$ cat config.mk
export PLATFORM = sky130hd
export DESIGN_NAME = lage_ctrl
export DESIGN_NICKNAME = d
export VERILOG_FILES = /design/src/hw/rtl/lage_pkg.sv /design/src/hw/rtl/lage_ctrl.sv
export SDC_FILE = /design/constraint.sdc
export NUM_CORES = 1
export LEC_CHECK = 0
export BUFFER_PORTS_ARGS = -buffer_cell sky130_fd_sc_hd__buf_2
export CORE_UTILIZATION = 39
export CTS_CLUSTER_SIZE = 30
export DETAILED_ROUTE_END_ITERATION = 8
export MAX_ROUTING_LAYER = met4
export PLACE_DENSITY = 0.72
export SYNTH_ARGS = -nofsm -noshare
export SYNTH_HDL_FRONTEND = slang
export SYNTH_SLANG_ARGS = --single-unit
$ cat constraint.sdc
create_clock -name i_clk -period 2.83 [get_ports i_clk]
set_input_delay 0.4245 -clock i_clk [delete_from_list [all_inputs] [get_ports i_clk]]
set_output_delay 0.4245 -clock i_clk [all_outputs]
set_load 0.005 [all_outputs]
$ cat src/hw/rtl/lage_pkg.sv
// Shared types, operation codes and helpers for the life grid engine.
package lage_pkg;

    // Width of row counters and of widened row and column compares.
    localparam int IDX_W = 11;

    typedef logic [1:0] t_op;

    localparam t_op OP_WRITE   = 2'd0;
    localparam t_op OP_ADVANCE = 2'd1;
    localparam t_op OP_READ    = 2'd2;

    typedef logic [1:0] t_cls;

    localparam t_cls CLS_DEAD  = 2'd0;
    localparam t_cls CLS_TWO   = 2'd1;
    localparam t_cls CLS_THREE = 2'd2;
    localparam t_cls CLS_OTHER = 2'd3;

    // Commands from the controller to the datapath.
    typedef struct packed {
        logic             take;     // capture the input beat
        logic             clr;      // write a zero row into both banks at cnt
        logic             rd_seq;   // read row cnt of both banks
        logic             rd_nbr;   // read row (row + cnt - 1) of both banks
        logic             wr_cell;  // write back the row with one cell replaced
        logic             wr_gen;   // write next-generation row (cnt - 3)
        logic             flip;     // swap current and previous banks
        logic             load_out; // load the result register
        logic [IDX_W-1:0] cnt;
    } t_dp_cmd;

    // Number of set bits among eight neighbor bits.
    function automatic logic [3:0] count8(input logic [7:0] b);
        logic [3:0] n;
        n = '0;
        for (int i = 0; i < 8; i++) begin
            n = n + {3'b000, b[i]};
        end
        return n;
    endfunction

endpackage

$ cat src/hw/rtl/lage_ctrl.sv
// Controller state machine: clearing pass, operation sequencing, result handshake.
module lage_ctrl #(
    parameter int GRID_ROWS = 120
) (
    input  logic              i_clk,
    input  logic              i_rst_n,
    input  logic              i_in_valid,
    input  lage_pkg::t_op     i_op,
    output logic              o_in_ready,
    input  logic              i_out_ready,
    output logic              o_out_valid,
    output lage_pkg::t_dp_cmd o_cmd
);
    import lage_pkg::*;

    localparam logic [2:0] S_CLEAR = 3'd0;
    localparam logic [2:0] S_IDLE  = 3'd1;
    localparam logic [2:0] S_WRITE = 3'd2;
    localparam logic [2:0] S_READ  = 3'd3;
    localparam logic [2:0] S_ADV   = 3'd4;
    localparam logic [2:0] S_DONE  = 3'd5;

    localparam logic [IDX_W-1:0] LAST_ROW = IDX_W'(GRID_ROWS - 1);
    localparam logic [IDX_W-1:0] ADV_END  = IDX_W'(GRID_ROWS + 1);
    localparam logic [IDX_W-1:0] ONE      = IDX_W'(1);
    localparam logic [IDX_W-1:0] THREE    = IDX_W'(3);
    localparam logic [IDX_W-1:0] FOUR     = IDX_W'(4);

    logic [2:0]       r_state, n_state;
    logic [IDX_W-1:0] r_cnt, n_cnt;
    logic             r_out_valid, n_out_valid;

    // Next-state and command decode.
    always_comb begin
        n_state = r_state;
        n_cnt   = r_cnt + ONE;
        o_cmd   = '0;
        o_cmd.cnt = r_cnt;
        unique case (r_state)
            S_CLEAR: begin
                o_cmd.clr = 1'b1;
                if (r_cnt == LAST_ROW) begin
                    n_state = S_IDLE;
                end
            end
            S_IDLE: begin
                n_cnt = '0;
                if (i_in_valid) begin
                    o_cmd.take = 1'b1;
                    case (i_op)
                        OP_WRITE: begin
                            n_state = S_WRITE;
                            n_cnt   = ONE;
                        end
                        OP_ADVANCE: n_state = S_ADV;
                        OP_READ:    n_state = S_READ;
                        default:    n_state = S_DONE;
                    endcase
                end
            end
            S_WRITE: begin
                // Fetch the addressed row, then write it back modified.
                if (r_cnt == ONE) begin
                    o_cmd.rd_nbr = 1'b1;
                end else begin
                    o_cmd.wr_cell = 1'b1;
                    n_state = S_DONE;
                end
            end
            S_READ: begin
                // Three neighbor rows, then a wait for the last to reach the window.
                o_cmd.rd_nbr = (r_cnt < THREE);
                if (r_cnt == THREE) begin
                    n_state = S_DONE;
                end
            end
            S_ADV: begin
                o_cmd.rd_seq = (r_cnt <= LAST_ROW);
                o_cmd.wr_gen = (r_cnt >= FOUR);
                if (r_cnt == ADV_END) begin
                    o_cmd.flip = 1'b1;
                    n_state = S_DONE;
                end
            end
            S_DONE: begin
                if (!r_out_valid || i_out_ready) begin
                    o_cmd.load_out = 1'b1;
                    n_state = S_IDLE;
                end
            end
            default: n_state = S_CLEAR;
        endcase
    end

    // Result valid flag.
    always_comb begin
        n_out_valid = r_out_valid;
        if (o_cmd.load_out) begin
            n_out_valid = 1'b1;
        end else if (i_out_ready) begin
            n_out_valid = 1'b0;
        end
    end

    always_ff @(posedge i_clk) begin
        if (!i_rst_n) begin
            r_state     <= S_CLEAR;
            r_cnt       <= '0;
            r_out_valid <= 1'b0;
        end else begin
            r_state     <= n_state;
            r_cnt       <= n_cnt;
            r_out_valid <= n_out_valid;
        end
    end

    assign o_in_ready  = (r_state == S_IDLE);
    assign o_out_valid = r_out_valid;
endmodule

==> flow_summary.yaml, run 1 <==
outcome:
  status: "completed"
synth:
  async_flop_share: 0
  ys_seq_area_frac: 0.316
  synth_top_flop_cell: "dfxtp_1"
  synth.top_cell.area_share: 0.316
  synthesis.area_sq_um: 951
  synthTopCellsByArea: "dfxtp_1 32%, xnor2_1 8.3%, nor2_1 5.9%"
  ys_types: 33
  synth-warning-count: 0
  mappedNetlistNets: 125
  synth_enable_flop_cells: 0
  syn-mean-instance-area_sq_um: 8.20
  cell_type_with_the_highest_aggregate_area_in_the_netlist: "dfxtp_1"
  post_synth_inst_count: 116
  yosys_register_bits: 15
  yosys-top-cells-count: "15 x dfxtp_1, 15 x nor2_1, 10 x nand2_1"
setup_path:
  worst_path_largest_cell_delay_ns: 0.60
  worstPathCellList: "or4_4, nor3_1, nor3b_1, buf_2"
  crit_path_leading_delay_family: "simple AND/OR/NAND/NOR gates"
  cp_slowest_cell: "or4_4"
  required_ns: 2.41
  worstPathMaxFanout: 9
  criticalPathCategory: "reg2out"
  startpoint_type: "flip-flop"
  combined_buffer_and_inverter_count_along_the_critical_path: 1
  critPathArrivalTime_ns: 1.88
  timing.critical_path.to_type: "primary output"
placed_design:
  hpwlAfterDp_mm: 1.61
  gp_congestion: 0.896
  placement.io_buffers: 26
  dpl_cell_area_sq_um: 1080
clock_tree:
  post_cts_buffers: 0
  cts_tree: "yes"
  tritoncts.num_buffers: 3
  htree_num_levels: 1
  max-clock-path-buffers: 2
  path_clk_slew_ns: 0.09
  post_cts_resized: 0
  ctsHoldBuffers: 0
  clock_tree.root_cell: "clkbuf_4"
  numClockSinks: 15
  clock_latency_ns: 0.28
sta:
  post-route-period-util: 0.814
  min_tclk_post_route_ns: 2.30
  layout_skew_ns: 0.00296
  setup-violations-final: 0
  max_slew_margin: 0.701
  sum_of_negative_setup_slack_ns: 0
  finalMaxSlewViolations: 0
  worst-slew-pin-transition_ns: 0.445
  final-hold-violation-count: 0
  rsz0062_at_grt: "no"
  fmax_mhz: 434
cells_and_area:
  insertedDiodeCount: 0
  area_grow_syn2layout_pct: 16.2
  nNetsFinal: 149
  multi_input_area_sq_um: 591
  drive_above_1_share: 0.266
  layout.area.seq_sq_um: 300
  num-fill-cells: 237
  finalInstanceArea_sq_um: 1100
power_and_ir_drop:
  fin_total_pwr_w: 0.000414
  cellLeakagePower_nw: 0.434
  pwr_density_cell_nw_per_um2: 374
  vdd.ir_drop.worst_uv: 174
floorplanning:
  start_util: 0.422
  floorplan.die.width_microns: 51.4
  die_y_extent_microns: 51.4
  design.die.area_sq_um: 2640
  coreArea_sq_um: 2250
  pin_count: 27
  num_rows: 17
global_route:
  first_pass_grt_wire_length_mm: 3.77
  vias_in_the_first_global_route: 824
  combined_global_route_utilization_of_all_metal_layers: 0.200
  grt_start_max_net_pins: 16
  initial_antenna_violation_count: 0
  grt_remaining_overflow: 0
routing:
  postRouteWirelength_mm: 2.17
  wl_per_cell_microns: 13.0
  detail_route.iter0.violations: 25
  count_of_antenna_violating_nets_left_after_detailed_routing: 0
  num_vias: 907
  avgViaCountPerCell: 5.43
  drc: 0
  dr_pass1_iterations: 4
job:
  max-cap-violations: 0
hold_path:
  timing.hold.worst.class: "in2reg"
## flip-flops by register name, indices dropped and copies added (netlist names)
| register | count |
|---|---|
| r_cnt | 11 |
| r_state | 3 |
| o_out_valid | 1 |
## cell usage in the layout, fill, tap and decap left out, drive strengths merged
cell / Yosys / layout
a21boi: 1 / 1
o31ai: 1 / 1
nand2: 10 / 10
xnor2: 9 / 9
o32a: 1 / 1
nor2: 15 / 15
or4: 2 / 2
nor2b: 2 / 2
buf: 2 / 26
o21ai: 4 / 4
o21a: 2 / 2
nor4: 4 / 4
nor4b: 1 / 1
ha: 3 / 3
o32ai: 1 / 1
a41oi: 2 / 2
a21oi: 1 / 1
nand3b: 1 / 1
nor3: 7 / 7
and3: 2 / 2
nand2b: 4 / 4
nand4: 1 / 1
a32o: 1 / 1
inv: 6 / 6
nand3: 6 / 6
o41ai: 1 / 1
clkbuf: 5 / 4
dfxtp: 15 / 15
mux2: 1 / 1
nor3b: 5 / 5
## final timing paths
| check | start | end | slack (ns) | cells past startpoint |
|---|---|---|---|---|
| max | r_cnt[2]$_SDFF_PP0_ | o_cmd[15] | 0.53 | 4 |
| min | i_rst_n | r_cnt[0]$_SDFF_PN0_ | 0.44 | 2 |
| max reg2reg | r_cnt[10]$_SDFF_PP0_ | r_state[2]$_SDFFE_PN0P_ | 1.01 | 4 |
| min reg2reg | o_out_valid$_SDFFE_PN0P_ | o_out_valid$_SDFFE_PN0P_ | 0.54 | 2 |
## final cells by class
cell class / count / share of cell area
Clock buffer: 4 / 0.0238
Inverter: 6 / 0.0204
Multi-Input combinational cell: 88 / 0.535
Sequential cell: 15 / 0.272
Tap cell: 28 / 0.0317
Timing Repair Buffer: 26 / 0.118
## metal layers
metal	part of all wire	track usage	vias up
met1	0.46	0.264	429
met3	0.038	0.0179	5
met2	0.48	0.290	23
met5	0	-	-
li1	-	-	450
met4	0.024	0.126	0
## through the flow
| step | hold slack (ns) | instances | utilization | worst slack (ns) |
|---|---|---|---|---|
| after global routing | 0.438 | 167 | 0.490 | 0.446 |
| after global placement | 0.524 | 163 | 0.478 | 0.920 |
| after CTS | 0.430 | 167 | 0.490 | 0.520 |
| after floorplan | 0.512 | 116 | - | 1.02 |
| after detailed placement | 0.529 | 163 | 0.478 | 0.852 |
| final | 0.442 | 167 | 0.490 | 0.526 |
## cells by family (layout without fill, tap and decap cells)
logic type	Yosys count	count (layout)	synth area share
multiplexers	1	1	0.0118
AO/OA/AOI/OAI	15	15	0.133
AND/OR/NAND/NOR	60	60	0.354
buffers and inverters	13	36	0.0632
flip-flops	15	15	0.316
XOR/XNOR	9	9	0.0829
adder cells (fa/ha/maj)	3	3	0.0395
## where the power goes
| part | internal [W] | switching [W] |
|---|---|---|
| sequential | 0.000217 | 0.0000135 |
| combinational | 0.0000281 | 0.0000304 |
| clock | 0.0000548 | 0.0000698 |
(Power assumes the default switching activity.)
==> inputs of run 2 (changes only) <==
==> constraint.sdc (replaced) <==
create_clock -name i_clk -period 2.4 [get_ports i_clk]
set_input_delay 0.36 -clock i_clk [delete_from_list [all_inputs] [get_ports i_clk]]
set_output_delay 0.36 -clock i_clk [all_outputs]
set_load 0.005 [all_outputs]
==> run 2 against run 1 <==
Compared with the run above: setup slack worse by 0.30 ns; clock skew up 0.0043 ns; cell count unchanged; critical path depth unchanged; sequential cell count unchanged; register-to-register slack worse by 0.33 ns; clock power up 18%; via count down 0.99%; core utilization unchanged; critical endpoint unchanged.
==> flow_summary.yaml, run 2 (same netlist as run 1, synthesis figures left out) <==
floorplanning:
  floorplan.die.width_microns: 51.4
  start_util: 0.422
  die_y_extent_microns: 51.4
  num_rows: 17
  pin_count: 27
  design.die.area_sq_um: 2640
  coreArea_sq_um: 2250
setup_path:
  r2r_slack_ns: 0.68
  worst_r2r_startpoint: "r_cnt[9]$_SDFF_PP0_"
  worst_path_largest_cell_delay_ns: 0.58
  criticalPathCategory: "reg2out"
  required_ns: 2.04
  startpoint_type: "flip-flop"
  worstPathMaxFanout: 9
  r2r_cells: 4
  startpoint: "r_cnt[2]$_SDFF_PP0_"
  critPathArrivalTime_ns: 1.82
  timing.critical_path.to_type: "primary output"
  cp_slowest_cell: "or4_4"
  worstPathCellList: "or4_4, nor3_1, nor3b_1, buf_2"
  critical_path.reg2reg.endpoint: "r_state[2]$_SDFFE_PN0P_"
cells_and_area:
  nNetsFinal: 149
  largest_register_ffs: 11
  layout_common_cells: "26 x buf_2, 15 x nor2_1, 15 x dfxtp_1"
  top_register: "r_cnt"
  insertedDiodeCount: 0
  area_grow_syn2layout_pct: 16.2
  final_common_cell: "buf_2"
  drive_above_1_share: 0.266
  layoutNonFillerInstCount: 167
global_route:
  combined_global_route_utilization_of_all_metal_layers: 0.192
  globalRouteMet1Util: 0.245
  first_pass_grt_wire_length_mm: 3.64
  top_usage_layer: "met2"
  grt_remaining_overflow: 0
  grt_start_max_net_pins: 16
  global_route.usage.met3: 0.0238
  grtUsageMet2: 0.268
  initial_antenna_violation_count: 0
  vias_in_the_first_global_route: 818
clock_tree:
  ctsHoldBuffers: 0
  clock_tree.root_cell: "clkbuf_4"
  path_clk_slew_ns: 0.09
  numClockSinks: 15
  htree_num_levels: 1
  post_cts_resized: 0
  cts_tree: "yes"
  max-clock-path-buffers: 2
  tritoncts.num_buffers: 3
  post_cts_buffers: 0
  clock_latency_ns: 0.29
sta:
  final-hold-violation-count: 0
  worst-slew-pin-transition_ns: 0.438
  setup_ws_ns: 0.221
  rsz0062_at_grt: "no"
  sum_of_negative_setup_slack_ns: 0
  setup-violations-final: 0
  fmax_mhz: 459
  post-route-period-util: 0.908
  min_tclk_post_route_ns: 2.18
  max_slew_margin: 0.708
  layout_skew_ns: 0.00730
  finalMaxSlewViolations: 0
routing:
  avgViaCountPerCell: 5.38
  postRouteWirelength_mm: 2.08
  count_of_antenna_violating_nets_left_after_detailed_routing: 0
  drc: 0
  detail_route.iter0.violations: 29
  num_vias: 898
  wl_per_cell_microns: 12.4
  dr_pass1_iterations: 4
hold_path:
  end_point_of_the_worst_hold_path: "r_cnt[0]$_SDFF_PN0_"
  worst_hold_startpoint: "i_rst_n"
  timing.hold.worst.class: "in2reg"
  holdPathStages: 2
placed_design:
  pre_cts_setup_slack_ns: 0.551
  gp_congestion: 0.899
  placement.io_buffers: 26
  place.detailed.instances: 163
  hpwlAfterDp_mm: 1.58
power_and_ir_drop:
  cellLeakagePower_nw: 0.434
  vdd.ir_drop.worst_uv: 226
  pwr_density_cell_nw_per_um2: 441
outcome:
  status: "completed"
job:
  max-cap-violations: 0
[run 2: cell counts in the layout (fill, tap and decap cells not counted)]
No cell type changed its count.
[run 2: how the worst max path moves through the flow]
stage | end | slack [ns] | depth (start not counted)
final | o_cmd[15] | 0.22 | 4
after global routing | o_cmd[15] | 0.11 | 4
after CTS | o_cmd[15] | 0.21 | 4
after detailed placement | o_cmd[15] | 0.55 | 4
after global placement | o_cmd[15] | 0.55 | 4
after floorplan | o_cmd[15] | 0.65 | 4
[run 2: layout make-up]
cell class,instances,area (sq um)
Tap cell,28,35.0
Inverter,6,22.5
Sequential cell,15,300
Fill cell,229,1150
Timing Repair Buffer,26,130
Clock buffer,4,26.3
Multi-Input combinational cell,88,591
[run 2: stage by stage]
stage | instance area [sq um] | power [W] | util | hold WS, ns
after floorplan | 951 | 0.000324 | - | 0.512
final | 1100 | 0.000487 | 0.490 | 0.372
after CTS | 1100 | 0.000495 | 0.490 | 0.357
after detailed placement | 1080 | 0.000345 | 0.478 | 0.539
after global routing | 1100 | 0.000517 | 0.490 | 0.373
after global placement | 1080 | 0.000345 | 0.478 | 0.524
[run 2: power breakdown]
part / internal [W] / total [W] / switching, W / leakage [nW]
Clock: 0.0000646 / 0.000148 / 0.0000836 / 0.0150
Sequential: 0.000256 / 0.000271 / 0.0000152 / 0.121
Combinational: 0.0000331 / 0.0000677 / 0.0000346 / 0.298
Total: 0.000354 / 0.000487 / 0.000133 / 0.434
[run 2: critical path: cells and delay by family, from the launching register on]
kind / cells / cell delay (ns)
buffers and inverters: 1 / 0.14
flip-flops: 1 / 0.41
AND/OR/NAND/NOR: 3 / 0.98
[run 2: metal layers]
| layer | vias up | routed length [microns] |
|---|---|---|
| li1 | 454 | - |
| met1 | 409 | 936 |
| met2 | 30 | 991 |
| met3 | 5 | 95 |
| met4 | 0 | 55 |
| met5 | - | 0 |
==> inputs of run 3 (changes only) <==
--- a/config.mk
+++ b/config.mk
@@ -6,6 +6,7 @@
 export NUM_CORES = 1
 export LEC_CHECK = 0
 export BUFFER_PORTS_ARGS = -buffer_cell sky130_fd_sc_hd__buf_2
+export CORE_ASPECT_RATIO = 1.25
 export CORE_UTILIZATION = 39
 export CTS_CLUSTER_SIZE = 30
 export DETAILED_ROUTE_END_ITERATION = 8
==> run 3 against run 2 <==
Compared with the run above: sequential cell count did not move; first-iteration DRC count decreased by 62%; setup slack worse by 0.047 ns; design area grew 0.34%; power shrank 1.3%; global-route usage down 0.98 points; non-clock buffer count stayed put; maximum frequency fell by 2.1%; die area about the same; critical path depth stayed put; register-to-register slack got worse by 0.06 ns; largest power group unchanged.
==> flow_summary.yaml, run 3 (same netlist as run 1, synthesis figures left out) <==
setup_path:
  worstPathMaxFanout: 9
  worst_path_largest_cell_delay_ns: 0.59
  cp_slowest_cell: "or4_4"
  required_ns: 2.04
  critPathArrivalTime_ns: 1.87
  worstPathCellList: "or4_4, nor3_1, nor3b_1, buf_2"
  critical_path.reg2reg.endpoint: "r_state[2]$_SDFFE_PN0P_"
  startpoint_type: "flip-flop"
  criticalPathCategory: "reg2out"
  r2r_slack_ns: 0.62
  r2r_cells: 4
  worst_r2r_startpoint: "r_cnt[9]$_SDFF_PP0_"
  timing.critical_path.to_type: "primary output"
clock_tree:
  cts_tree: "yes"
  max-clock-path-buffers: 2
  post_cts_buffers: 0
  numClockSinks: 15
  clock_tree.root_cell: "clkbuf_4"
  ctsHoldBuffers: 0
  path_clk_slew_ns: 0.09
  clock_latency_ns: 0.28
  post_cts_resized: 0
  tritoncts.num_buffers: 3
  htree_num_levels: 1
global_route:
  combined_global_route_utilization_of_all_metal_layers: 0.182
  initial_antenna_violation_count: 0
  grt_remaining_overflow: 0
  first_pass_grt_wire_length_mm: 3.48
  grt_start_max_net_pins: 16
  vias_in_the_first_global_route: 835
sta:
  post-route-period-util: 0.927
  fmax_mhz: 449
  rsz0062_at_grt: "no"
  final-hold-violation-count: 0
  setup_ws_ns: 0.174
  finalMaxSlewViolations: 0
  worst-slew-pin-transition_ns: 0.440
  max_slew_margin: 0.706
  setup-violations-final: 0
  min_tclk_post_route_ns: 2.23
  sum_of_negative_setup_slack_ns: 0
  layout_skew_ns: 0.00564
floorplanning:
  die_y_extent_microns: 57.2
  coreArea_sq_um: 2260
  floorplan.die.width_microns: 46.2
  start_util: 0.421
  pin_count: 27
  num_rows: 19
  design.die.area_sq_um: 2640
placed_design:
  placement.io_buffers: 26
  gp_congestion: 0.822
  pre_cts_setup_slack_ns: 0.498
  hpwlAfterDp_mm: 1.65
cells_and_area:
  drive_above_1_share: 0.266
  final_common_cell: "buf_2"
  nNetsFinal: 149
  layout_common_cells: "26 x buf_2, 15 x nor2_1, 15 x dfxtp_1"
  top_register: "r_cnt"
  area_grow_syn2layout_pct: 16.6
  largest_register_ffs: 11
  num-fill-cells: 241
  insertedDiodeCount: 0
power_and_ir_drop:
  fin_total_pwr_w: 0.000481
  vdd.ir_drop.worst_uv: 318
  cellLeakagePower_nw: 0.434
  pwr_density_cell_nw_per_um2: 434
routing:
  postRouteWirelength_mm: 2.13
  num_vias: 884
  avgViaCountPerCell: 5.20
  detail_route.iter0.violations: 11
  drc: 0
  wl_per_cell_microns: 12.5
  count_of_antenna_violating_nets_left_after_detailed_routing: 0
  dr_pass1_iterations: 5
job:
  max-cap-violations: 0
hold_path:
  end_point_of_the_worst_hold_path: "r_cnt[0]$_SDFF_PN0_"
  worst_hold_startpoint: "i_rst_n"
  holdPathStages: 2
  timing.hold.worst.class: "in2reg"
outcome:
  status: "completed"
run 3: cell counts in the layout (fill, tap and decap cells not counted):
Identical to the previous run, type by type.
run 3: stage by stage:
step                area [sq um]   util  hold slack [ns]  instances
floorplan                    951      -            0.512        116
global placement            1080  0.479            0.543        166
detailed placement          1080  0.479            0.551        166
CTS                         1110  0.491            0.380        170
global route                1110  0.491            0.376        170
finish                      1110  0.491            0.374        170
run 3: layer usage:
metal	wire length, microns	GRT usage	share of wire
met5	0	-	0
met4	21	0.0630	0.0099
met3	84	0.0285	0.040
met2	1030	0.302	0.48
met1	990	0.217	0.47
run 3: report_power, final:
part	internal, W	total (W)	switching [W]
clock	0.0000645	0.000141	0.0000769
combinational	0.0000331	0.0000681	0.0000351
sequential	0.000256	0.000271	0.0000152
run 3: area by class of cell:
class,count,area [sq um],share of cell area
sequential,15,300,0.271
timing repair buffer,26,130,0.117
inverter,6,22.5,0.0203
clock buffer,4,26.3,0.0237
multi-input combinational,88,591,0.533
tap,31,38.8,0.0350
run 3: how the worst max path moves through the flow:
stage	start	to	slack (ns)	cells after the start
floorplan	r_cnt[2]$_SDFF_PP0_	o_cmd[15]	0.65	4
global placement	r_cnt[2]$_SDFF_PP0_	o_cmd[15]	0.53	4
detailed placement	r_cnt[2]$_SDFF_PP0_	o_cmd[15]	0.50	4
CTS	r_cnt[2]$_SDFF_PP0_	o_cmd[15]	0.17	4
global route	r_cnt[2]$_SDFF_PP0_	o_cmd[15]	0.06	4
finish	r_cnt[2]$_SDFF_PP0_	o_cmd[15]	0.17	4
run 3: worst max-delay path: cells and delay by family (launching register included):
kind          cells  cell delay (ns)
simple gates      3             1.04
flops             1             0.40
buf+inv           1             0.15
